==> config.mk <==
export PLATFORM = sky130hd
export DESIGN_NAME = primality_test_64bit
export DESIGN_NICKNAME = d
export VERILOG_FILES = /design/src/rtl/core/ptest_pkg.sv /design/src/rtl/core/primality_test_64bit.sv /design/src/rtl/core/ptest_modmul.sv /design/src/rtl/core/ptest_modred.sv
export SDC_FILE = /design/constraint.sdc
export NUM_CORES = 2
export LEC_CHECK = 0
export ABC_CLOCK_PERIOD_IN_PS = 26900
export BUFFER_PORTS_ARGS = -buffer_cell sky130_fd_sc_hd__clkbuf_2
export CAP_MARGIN = 15
export CORE_ASPECT_RATIO = 1.25
export CORE_UTILIZATION = 35
export DETAILED_ROUTE_END_ITERATION = 16
export GPL_ROUTABILITY_DRIVEN = 0
export PLACE_DENSITY = 0.6
export SETUP_SLACK_MARGIN = 0.1
export SLEW_MARGIN = 20
export SYNTH_ARGS = -nofsm -noshare
export SYNTH_HDL_FRONTEND = slang
export SYNTH_SLANG_ARGS = --single-unit
==> constraint.sdc <==
create_clock -name clock -period 26.9 [get_ports clock]
set_input_delay 1.345 -clock clock [delete_from_list [all_inputs] [get_ports clock]]
set_output_delay 1.345 -clock clock [all_outputs]
set_load 0.02 [all_outputs]
==> src/rtl/core/ptest_pkg.sv <==
// shared types and constants for the 64-bit primality tester
// no dependencies

package ptest_pkg;

   localparam int unsigned WordWidth    = 64;
   localparam int unsigned SmallCount   = 12;
   localparam int unsigned WitnessCount = 7;
   localparam int unsigned SmallIdxW    = 4;
   localparam int unsigned WitIdxW      = 3;
   localparam int unsigned BitIdxW      = 6;
   localparam int unsigned ResW         = 6;
   localparam int unsigned NibIdxW      = 4;

   typedef logic [WordWidth-1:0] word_type;
   typedef logic [ResW-1:0]      res_type;

   typedef enum logic [3:0] {
      ST_IDLE,
      ST_SMALL,
      ST_SPLIT,
      ST_BASE,
      ST_POW_STEP,
      ST_POW_WAIT,
      ST_CHECK,
      ST_SQ_WAIT,
      ST_DONE
   } seq_state_type;

   typedef enum logic [1:0] {
      MM_IDLE,
      MM_RUN,
      MM_DONE
   } mm_state_type;

   function automatic word_type small_prime(input logic [SmallIdxW-1:0] idx);
      word_type p;
      begin
         unique case (idx)
            4'd0:  p = 64'd2;
            4'd1:  p = 64'd3;
            4'd2:  p = 64'd5;
            4'd3:  p = 64'd7;
            4'd4:  p = 64'd11;
            4'd5:  p = 64'd13;
            4'd6:  p = 64'd17;
            4'd7:  p = 64'd19;
            4'd8:  p = 64'd23;
            4'd9:  p = 64'd29;
            4'd10: p = 64'd31;
            4'd11: p = 64'd37;
            default: p = 64'd37;
         endcase
         return p;
      end
   endfunction

   function automatic word_type witness_base(input logic [WitIdxW-1:0] idx);
      word_type b;
      begin
         unique case (idx)
            3'd0: b = 64'd2;
            3'd1: b = 64'd325;
            3'd2: b = 64'd9375;
            3'd3: b = 64'd28178;
            3'd4: b = 64'd450775;
            3'd5: b = 64'd9780504;
            3'd6: b = 64'd1795265022;
            default: b = 64'd2;
         endcase
         return b;
      end
   endfunction

endpackage

==> src/rtl/core/primality_test_64bit.sv <==
// top level of the 64-bit primality tester: sequencer around shared units
// depends on ptest_pkg, ptest_modmul, ptest_modred
//
// usage: one candidate enters on the req_ stream, one is_prime item leaves
// on the rsp_ stream. req_tready is high only while the block is idle; a
// candidate is then worked on alone until its answer is taken, and the next
// candidate can be taken the cycle after.
// steps: trial division uses the residue unit once per small prime (up
// to 12). numbers past that need d and s, then for each of 7 bases one
// reduction on the multiplier plus one modular product per set exponent
// bit and one squaring per exponent bit, then the squarings of the check
// loop, at most 128 products per base. the bit-serial modular multiplier
// sets the run time.
// reset clears the sequencer and the output valid; no memories to clear.
// while rsp_tready is low the result stays in the output register and no
// new candidate is taken.

module primality_test_64bit
   import ptest_pkg::*;
(
   input  logic        clock,
   input  logic        reset,
   input  logic        req_tvalid,
   output logic        req_tready,
   input  logic [63:0] req_tdata,   // candidate[63:0]
   output logic        rsp_tvalid,
   input  logic        rsp_tready,
   output logic [7:0]  rsp_tdata    // is_prime[0], zeros[7:1]
);

   seq_state_type        state_ff, state_in;
   word_type             n_ff, n_in;
   word_type             d_ff, d_in;
   logic [BitIdxW-1:0]   s_ff, s_in;
   logic [BitIdxW-1:0]   i_ff, i_in;
   word_type             x_ff, x_in;
   word_type             base_ff, base_in;
   word_type             e_ff, e_in;
   logic [SmallIdxW-1:0] sp_ff, sp_in;
   logic [WitIdxW-1:0]   wi_ff, wi_in;
   logic                 sq_ff, sq_in;
   logic                 go_ff, go_in;
   logic                 res_ff, res_in;
   logic                 valid_ff, valid_in;

   logic     mm_start, mr_start, mm_done, mr_done;
   word_type mm_a, mm_b, mm_p, nm1;
   res_type  mr_r;

   assign nm1 = n_ff - 64'd1;

   ptest_modmul u_modmul (
      .clock   (clock),
      .reset   (reset),
      .start   (mm_start),
      .op_a    (mm_a),
      .op_b    (mm_b),
      .modulus (n_ff),
      .done    (mm_done),
      .product (mm_p)
   );

   ptest_modred u_modred (
      .clock     (clock),
      .reset     (reset),
      .start     (mr_start),
      .dividend  (n_ff),
      .prime_sel (sp_ff),
      .done      (mr_done),
      .remainder (mr_r)
   );

   always_ff @(posedge clock) begin
      if (reset) begin
         state_ff <= ST_IDLE;
         valid_ff <= 1'b0;
         go_ff    <= 1'b0;
      end else begin
         state_ff <= state_in;
         valid_ff <= valid_in;
         go_ff    <= go_in;
      end
      n_ff    <= n_in;
      d_ff    <= d_in;
      s_ff    <= s_in;
      i_ff    <= i_in;
      x_ff    <= x_in;
      base_ff <= base_in;
      e_ff    <= e_in;
      sp_ff   <= sp_in;
      wi_ff   <= wi_in;
      sq_ff   <= sq_in;
      res_ff  <= res_in;
   end

   always_comb begin
      state_in = state_ff;
      n_in     = n_ff;
      d_in     = d_ff;
      s_in     = s_ff;
      i_in     = i_ff;
      x_in     = x_ff;
      base_in  = base_ff;
      e_in     = e_ff;
      sp_in    = sp_ff;
      wi_in    = wi_ff;
      sq_in    = sq_ff;
      go_in    = 1'b0;
      res_in   = res_ff;
      valid_in = valid_ff;
      mm_start = 1'b0;
      mr_start = 1'b0;
      mm_a     = x_ff;
      mm_b     = x_ff;
      if (valid_ff && rsp_tready) begin
         valid_in = 1'b0;
      end
      unique case (state_ff)
         ST_IDLE: begin
            if (req_tvalid && !valid_ff) begin
               n_in  = req_tdata;
               sp_in = '0;
               if (req_tdata < 64'd2) begin
                  res_in   = 1'b0;
                  state_in = ST_DONE;
               end else begin
                  go_in    = 1'b1;
                  state_in = ST_SMALL;
               end
            end
         end
         ST_SMALL: begin
            mr_start = go_ff;
            if (mr_done) begin
               if (mr_r == '0) begin
                  res_in   = (n_ff == small_prime(sp_ff));
                  state_in = ST_DONE;
               end else if (sp_ff == SmallIdxW'(SmallCount - 1)) begin
                  d_in     = nm1;
                  s_in     = '0;
                  state_in = ST_SPLIT;
               end else begin
                  sp_in = sp_ff + 1'b1;
                  go_in = 1'b1;
               end
            end
         end
         ST_SPLIT: begin
            if (d_ff[0]) begin
               wi_in    = '0;
               go_in    = 1'b1;
               state_in = ST_BASE;
            end else begin
               d_in = {1'b0, d_ff[WordWidth-1:1]};
               s_in = s_ff + 1'b1;
            end
         end
         ST_BASE: begin
            // base mod n as the product 1 * base on the multiplier
            mm_start = go_ff;
            mm_a     = 64'd1;
            mm_b     = witness_base(wi_ff);
            if (mm_done) begin
               if (mm_p == '0) begin
                  if (wi_ff == WitIdxW'(WitnessCount - 1)) begin
                     res_in   = 1'b1;
                     state_in = ST_DONE;
                  end else begin
                     wi_in = wi_ff + 1'b1;
                     go_in = 1'b1;
                  end
               end else begin
                  base_in  = mm_p;
                  x_in     = 64'd1;
                  e_in     = d_ff;
                  sq_in    = 1'b0;
                  state_in = ST_POW_STEP;
               end
            end
         end
         ST_POW_STEP: begin
            // alternate: multiply if exponent bit set, then square base
            if (e_ff == '0) begin
               i_in     = 6'd1;
               state_in = ST_CHECK;
            end else begin
               mm_start = 1'b1;
               if (!sq_ff && e_ff[0]) begin
                  mm_a = x_ff;
                  mm_b = base_ff;
               end else begin
                  mm_a  = base_ff;
                  mm_b  = base_ff;
                  sq_in = 1'b1;
               end
               state_in = ST_POW_WAIT;
            end
         end
         ST_POW_WAIT: begin
            if (mm_done) begin
               if (sq_ff) begin
                  base_in = mm_p;
                  e_in    = {1'b0, e_ff[WordWidth-1:1]};
                  sq_in   = 1'b0;
               end else begin
                  x_in  = mm_p;
                  sq_in = 1'b1;
               end
               state_in = ST_POW_STEP;
            end
         end
         ST_CHECK: begin
            if ((i_ff == 6'd1 && x_ff == 64'd1) || x_ff == nm1) begin
               if (wi_ff == WitIdxW'(WitnessCount - 1)) begin
                  res_in   = 1'b1;
                  state_in = ST_DONE;
               end else begin
                  wi_in    = wi_ff + 1'b1;
                  go_in    = 1'b1;
                  state_in = ST_BASE;
               end
            end else if (i_ff >= s_ff) begin
               res_in   = 1'b0;
               state_in = ST_DONE;
            end else begin
               mm_start = 1'b1;
               mm_a     = x_ff;
               mm_b     = x_ff;
               state_in = ST_SQ_WAIT;
            end
         end
         ST_SQ_WAIT: begin
            if (mm_done) begin
               x_in     = mm_p;
               i_in     = i_ff + 1'b1;
               state_in = ST_CHECK;
            end
         end
         ST_DONE: begin
            if (!valid_ff) begin
               valid_in = 1'b1;
               state_in = ST_IDLE;
            end
         end
         default: state_in = ST_IDLE;
      endcase
   end

   assign req_tready = (state_ff == ST_IDLE) && !valid_ff;
   assign rsp_tvalid = valid_ff;
   assign rsp_tdata  = {7'd0, res_ff};

endmodule

==> src/rtl/core/ptest_modmul.sv <==
// shared modular multiplier: (a*b) mod m by shift-and-add, one bit of b per cycle
// depends on ptest_pkg

module ptest_modmul
   import ptest_pkg::*;
(
   input  logic     clock,
   input  logic     reset,
   input  logic     start,
   input  word_type op_a,
   input  word_type op_b,
   input  word_type modulus,
   output logic     done,
   output word_type product
);

   mm_state_type          state_ff, state_in;
   word_type              acc_ff, acc_in;
   word_type              a_ff, a_in;
   word_type              b_ff, b_in;
   word_type              m_ff, m_in;
   logic [BitIdxW-1:0]    cnt_ff, cnt_in;

   logic [WordWidth:0]    dbl_sum;
   word_type              dbl_val;
   logic [WordWidth:0]    add_sum;
   word_type              add_val;

   always_comb begin
      dbl_sum = {1'b0, acc_ff} + {1'b0, acc_ff};
      if (dbl_sum[WordWidth] || dbl_sum[WordWidth-1:0] >= m_ff) begin
         dbl_val = dbl_sum[WordWidth-1:0] - m_ff;
      end else begin
         dbl_val = dbl_sum[WordWidth-1:0];
      end
      add_sum = {1'b0, dbl_val} + {1'b0, a_ff};
      if (add_sum[WordWidth] || add_sum[WordWidth-1:0] >= m_ff) begin
         add_val = add_sum[WordWidth-1:0] - m_ff;
      end else begin
         add_val = add_sum[WordWidth-1:0];
      end
   end

   always_ff @(posedge clock) begin
      if (reset) begin
         state_ff <= MM_IDLE;
      end else begin
         state_ff <= state_in;
      end
      acc_ff <= acc_in;
      a_ff   <= a_in;
      b_ff   <= b_in;
      m_ff   <= m_in;
      cnt_ff <= cnt_in;
   end

   always_comb begin
      state_in = state_ff;
      acc_in   = acc_ff;
      a_in     = a_ff;
      b_in     = b_ff;
      m_in     = m_ff;
      cnt_in   = cnt_ff;
      unique case (state_ff)
         MM_IDLE, MM_DONE: begin
            state_in = MM_IDLE;
            if (start) begin
               acc_in   = '0;
               a_in     = op_a;
               b_in     = op_b;
               m_in     = modulus;
               cnt_in   = '1;
               state_in = MM_RUN;
            end
         end
         MM_RUN: begin
            acc_in = b_ff[WordWidth-1] ? add_val : dbl_val;
            b_in   = {b_ff[WordWidth-2:0], 1'b0};
            cnt_in = cnt_ff - 1'b1;
            if (cnt_ff == '0) begin
               state_in = MM_DONE;
            end
         end
         default: state_in = MM_IDLE;
      endcase
   end

   assign done    = (state_ff == MM_DONE);
   assign product = acc_ff;

endmodule

==> src/rtl/core/ptest_modred.sv <==
// residue unit: 64-bit word mod one small trial prime, one nibble per cycle
// depends on ptest_pkg

module ptest_modred
   import ptest_pkg::*;
(
   input  logic                 clock,
   input  logic                 reset,
   input  logic                 start,
   input  word_type             dividend,
   input  logic [SmallIdxW-1:0] prime_sel,
   output logic                 done,
   output res_type              remainder
);

   mm_state_type          state_ff, state_in;
   res_type               rem_ff, rem_in;
   word_type              x_ff, x_in;
   res_type               p_ff, p_in;
   logic [NibIdxW-1:0]    cnt_ff, cnt_in;

   word_type              p_word;
   logic [ResW+3:0]       v8, v4, v2, v1, v0;
   res_type               red;

   assign p_word = small_prime(prime_sel);

   // remainder stays below p, so 16*rem + nibble < 16p
   always_comb begin
      v8 = {rem_ff, x_ff[WordWidth-1 -: 4]};
      if (v8 >= {1'b0, p_ff, 3'b000}) begin
         v4 = v8 - {1'b0, p_ff, 3'b000};
      end else begin
         v4 = v8;
      end
      if (v4 >= {2'b00, p_ff, 2'b00}) begin
         v2 = v4 - {2'b00, p_ff, 2'b00};
      end else begin
         v2 = v4;
      end
      if (v2 >= {3'b000, p_ff, 1'b0}) begin
         v1 = v2 - {3'b000, p_ff, 1'b0};
      end else begin
         v1 = v2;
      end
      if (v1 >= {4'b0000, p_ff}) begin
         v0 = v1 - {4'b0000, p_ff};
      end else begin
         v0 = v1;
      end
      red = v0[ResW-1:0];
   end

   always_ff @(posedge clock) begin
      if (reset) begin
         state_ff <= MM_IDLE;
      end else begin
         state_ff <= state_in;
      end
      rem_ff <= rem_in;
      x_ff   <= x_in;
      p_ff   <= p_in;
      cnt_ff <= cnt_in;
   end

   always_comb begin
      state_in = state_ff;
      rem_in   = rem_ff;
      x_in     = x_ff;
      p_in     = p_ff;
      cnt_in   = cnt_ff;
      unique case (state_ff)
         MM_IDLE, MM_DONE: begin
            state_in = MM_IDLE;
            if (start) begin
               rem_in   = '0;
               x_in     = dividend;
               p_in     = p_word[ResW-1:0];
               cnt_in   = '1;
               state_in = MM_RUN;
            end
         end
         MM_RUN: begin
            rem_in = red;
            x_in   = {x_ff[WordWidth-5:0], 4'b0000};
            cnt_in = cnt_ff - 1'b1;
            if (cnt_ff == '0) begin
               state_in = MM_DONE;
            end
         end
         default: state_in = MM_IDLE;
      endcase
   end

   assign done      = (state_ff == MM_DONE);
   assign remainder = rem_ff;

endmodule
==> reports/qor.yml <==
clock_tree:
  cts_buffers: 69
  cts.repair.resized: 0
  cts_buffer_depth: 3
  hold_buffers: 0
  htreeDepth: 3
  cts_sinks: 699
  cts_tree: "built"
  clock_latency_ns: 0.69
  post-cts-setup-buffers: 0
  cts_root_buffer: "clkbuf_16"
  clk_pin_slew_ns: 0.07
sta:
  relSlewSlack_pct: 21.0
  hold_slack_ns: 0.507
  post-route-period-util_pct: 46.9
  hold_viol_final: 0
  tns_ns: 0
  fmax_mhz: 79.2
  rsz0062_at_grt: "no"
  clock_skew_ns: 0.0380
  setup_viol: 0
  worst_pin_slew_ns: 1.18
  slew_viol_final: 0
  period_needed_ns: 12.63
hold_path:
  holdCritPathClass: "flip-flop to flip-flop"
logic_synthesis:
  synth_edf_count: 683
  async_reset_ff_share_pct: 0
  synth_area_sq_um: 47500
  ys_seq_area_share_pct: 43.9
  avgSynthCellArea_sq_um: 9.44
  ys_seq_elements: 699
  synthesis.instances: 5032
  synth_flop_cell: "edfxtp_1"
  yosysWarnings: 0
  yosysUniqueCellTypes: 94
finish:
  syn2layout_area_growth_pct: 9.00
  nets: 5262
  multiInputGateArea_sq_um: 25100
  final_common_cell: "nand2_1"
  seq_area_sq_um: 20800
  mostFrequentLayoutCells: "nand2_1 (686), edfxtp_1 (683), a21oi_1 (440)"
  fillers: 13250
  drive_above_1_share_pct: 8.49
critical_path:
  arrival_ns: 13.05
  end_kind: "flip-flop"
  critical_path_class: "flip-flop to flip-flop"
  startpoint_type: "flip-flop"
  cp_slowest_cell: "a211oi_1"
  cp_max_fo: 73
  crit_top_cell: "ha_1"
  max_stage_delay_ns: 0.89
  cp.required_ns: 27.32
drt:
  vias: 40219
  drtIter0Drc: 4579
  wl_per_cell_um: 24.7
  avgViaCountPerCell: 5.96
  first_pass_iters: 8
  wirelength_um: 167000
  ant_nets: 0
  drc_errors: 0
floorplan:
  rows: 150
  io-pin-count: 78
  die_w_um: 331
  core_area_sq_um: 134000
  die_h_um: 414
  fp.dieArea_sq_um: 137000
  start_util_pct: 35.4
power:
  peakVddDrop_mv: 0.0542
  power_density_nw_per_um2: 68.5
  p_leak_nw: 18.7
placement:
  hpwl_um: 126000
  portBuffers: 70
global_routing:
  use_met1_pct: 30.2
  grt_max_degree: 76
  track_usage_pct: 23.5
  use_met2_pct: 38.3
  antenna_found_initial: 6
  grt.busiest_layer: "met2"
  grt_pass1_vias: 37270
  grt_overflow_total: 0
  grt_use_met3_pct: 3.08
  grt_pass1_wl_um: 243000
run:
  maxCapViolCount: 0
outcome:
  status: "completed"
per-layer routing:
metal  routed length (um)  part of all wire, %
met2                76200                   46
met1                66800                   40
met4                10700                  6.4
met5                   13               0.0078
met3                12900                  7.7
critical path, delay by kind of cell (launching register included):
kind / cells / cell delay, ns
AO/OA/AOI/OAI: 15 / 5.30
AND/OR/NAND/NOR: 11 / 3.07
adder cells (fa/ha/maj): 3 / 1.29
buffers and inverters: 2 / 1.23
multiplexers: 2 / 0.74
flip-flops: 1 / 0.45
XOR/XNOR: 1 / 0.22
power by group:
| group | total, mW | internal [mW] | switching [mW] |
|---|---|---|---|
| Clock | 0.998 | 0.545 | 0.453 |
| Sequential | 1.52 | 1.37 | 0.149 |
| Combinational | 1.03 | 0.387 | 0.644 |
sequential cells by signal, summed over array words and instances (netlist names), 2 cells and up, named ones only:
signal / flops
base_ff: 64
d_ff: 64
e_ff: 64
i_ff: 6
n_ff: 64
s_ff: 6
sp_ff: 4
state_ff: 4
u_modmul.a_ff: 64
u_modmul.b_ff: 64
u_modmul.cnt_ff: 6
u_modmul.m_ff: 64
u_modmul.product: 64
u_modmul.state_ff: 2
u_modred.cnt_ff: 4
u_modred.p_ff: 6
u_modred.remainder: 6
u_modred.state_ff: 2
u_modred.x_ff: 64
wi_ff: 3
x_ff: 64
synthesized netlist by cell type, types with 28 or more instances:
| cell | n | share of area (%) |
|---|---|---|
| a21o_1 | 130 | 2.1 |
| nand4_1 | 101 | 1.3 |
| nor3_1 | 98 | 1.0 |
| a211oi_1 | 36 | 0.57 |
| nor4_1 | 123 | 1.6 |
| a311oi_1 | 31 | 0.57 |
| o21bai_1 | 40 | 0.63 |
| nand3_1 | 99 | 1.0 |
| nor2_1 | 353 | 2.8 |
| o21ai_0 | 313 | 3.3 |
| nand2b_1 | 42 | 0.55 |
| a21oi_1 | 441 | 4.6 |
| xor2_1 | 116 | 2.1 |
| ha_1 | 244 | 6.4 |
| nand2_1 | 690 | 5.5 |
| clkbuf_1 | 261 | 2.1 |
| inv_1 | 184 | 1.5 |
| and2_1 | 84 | 1.1 |
| nor2b_1 | 45 | 0.59 |
| a31oi_1 | 52 | 0.68 |
| or2_2 | 28 | 0.37 |
| xnor2_1 | 188 | 3.5 |
| and3_1 | 30 | 0.40 |
| o21a_1 | 30 | 0.47 |
| or3_1 | 32 | 0.42 |
| o211ai_1 | 42 | 0.66 |
| edfxtp_1 | 683 | 43 |
| mux2_2 | 114 | 2.7 |
final timing paths:
kind,startpoint,to,slack [ns],depth (start not counted)
setup / recovery,u_modmul.product[9],u_modmul.product[63],14.27,34
hold / removal,u_modred.x_ff[7],u_modred.x_ff[11],0.51,2
setup reg to reg,u_modmul.product[9],u_modmul.product[63],14.27,34
hold reg to reg,u_modred.x_ff[7],u_modred.x_ff[11],0.51,2
layout make-up:
class / instances / area share [%]
Clock inverter: 42 / 0.868
Antenna cell: 5 / 0.0242
Timing Repair Buffer: 122 / 1.43
Inverter: 184 / 1.34
Clock buffer: 83 / 3.48
Tap cell: 1748 / 4.22
Sequential cell: 699 / 40.2
Multi-Input combinational cell: 3867 / 48.4
cell families after synthesis:
kind of cell             count (synthesis)  synth area share (%)
XOR/XNOR                               317                  6.22
multiplexers                           135                  3.15
other                                    1               0.00790
AND/OR/NAND/NOR                       1828                  18.7
buffers and inverters                  472                  3.84
AO/OA/AOI/OAI                         1329                  17.5
adder cells (fa/ha/maj)                251                  6.72
flip-flops                             699                  43.9
per-stage QoR:
step                power, mW  setup slack, ns  instance area (sq um)  instances  util, %
finish                   3.55            14.27                  51800       6750     38.6
global route             3.71            13.47                  51800       6746     38.6
CTS                      3.54            14.51                  51700       6745     38.6
detailed placement       2.55            14.57                  49500       6620     36.9
global placement         2.53            14.66                  49500       6620     36.9
floorplan                2.24            17.32                  47500       5038        -
No activity file was read; power rests on OpenSTA's default activity.
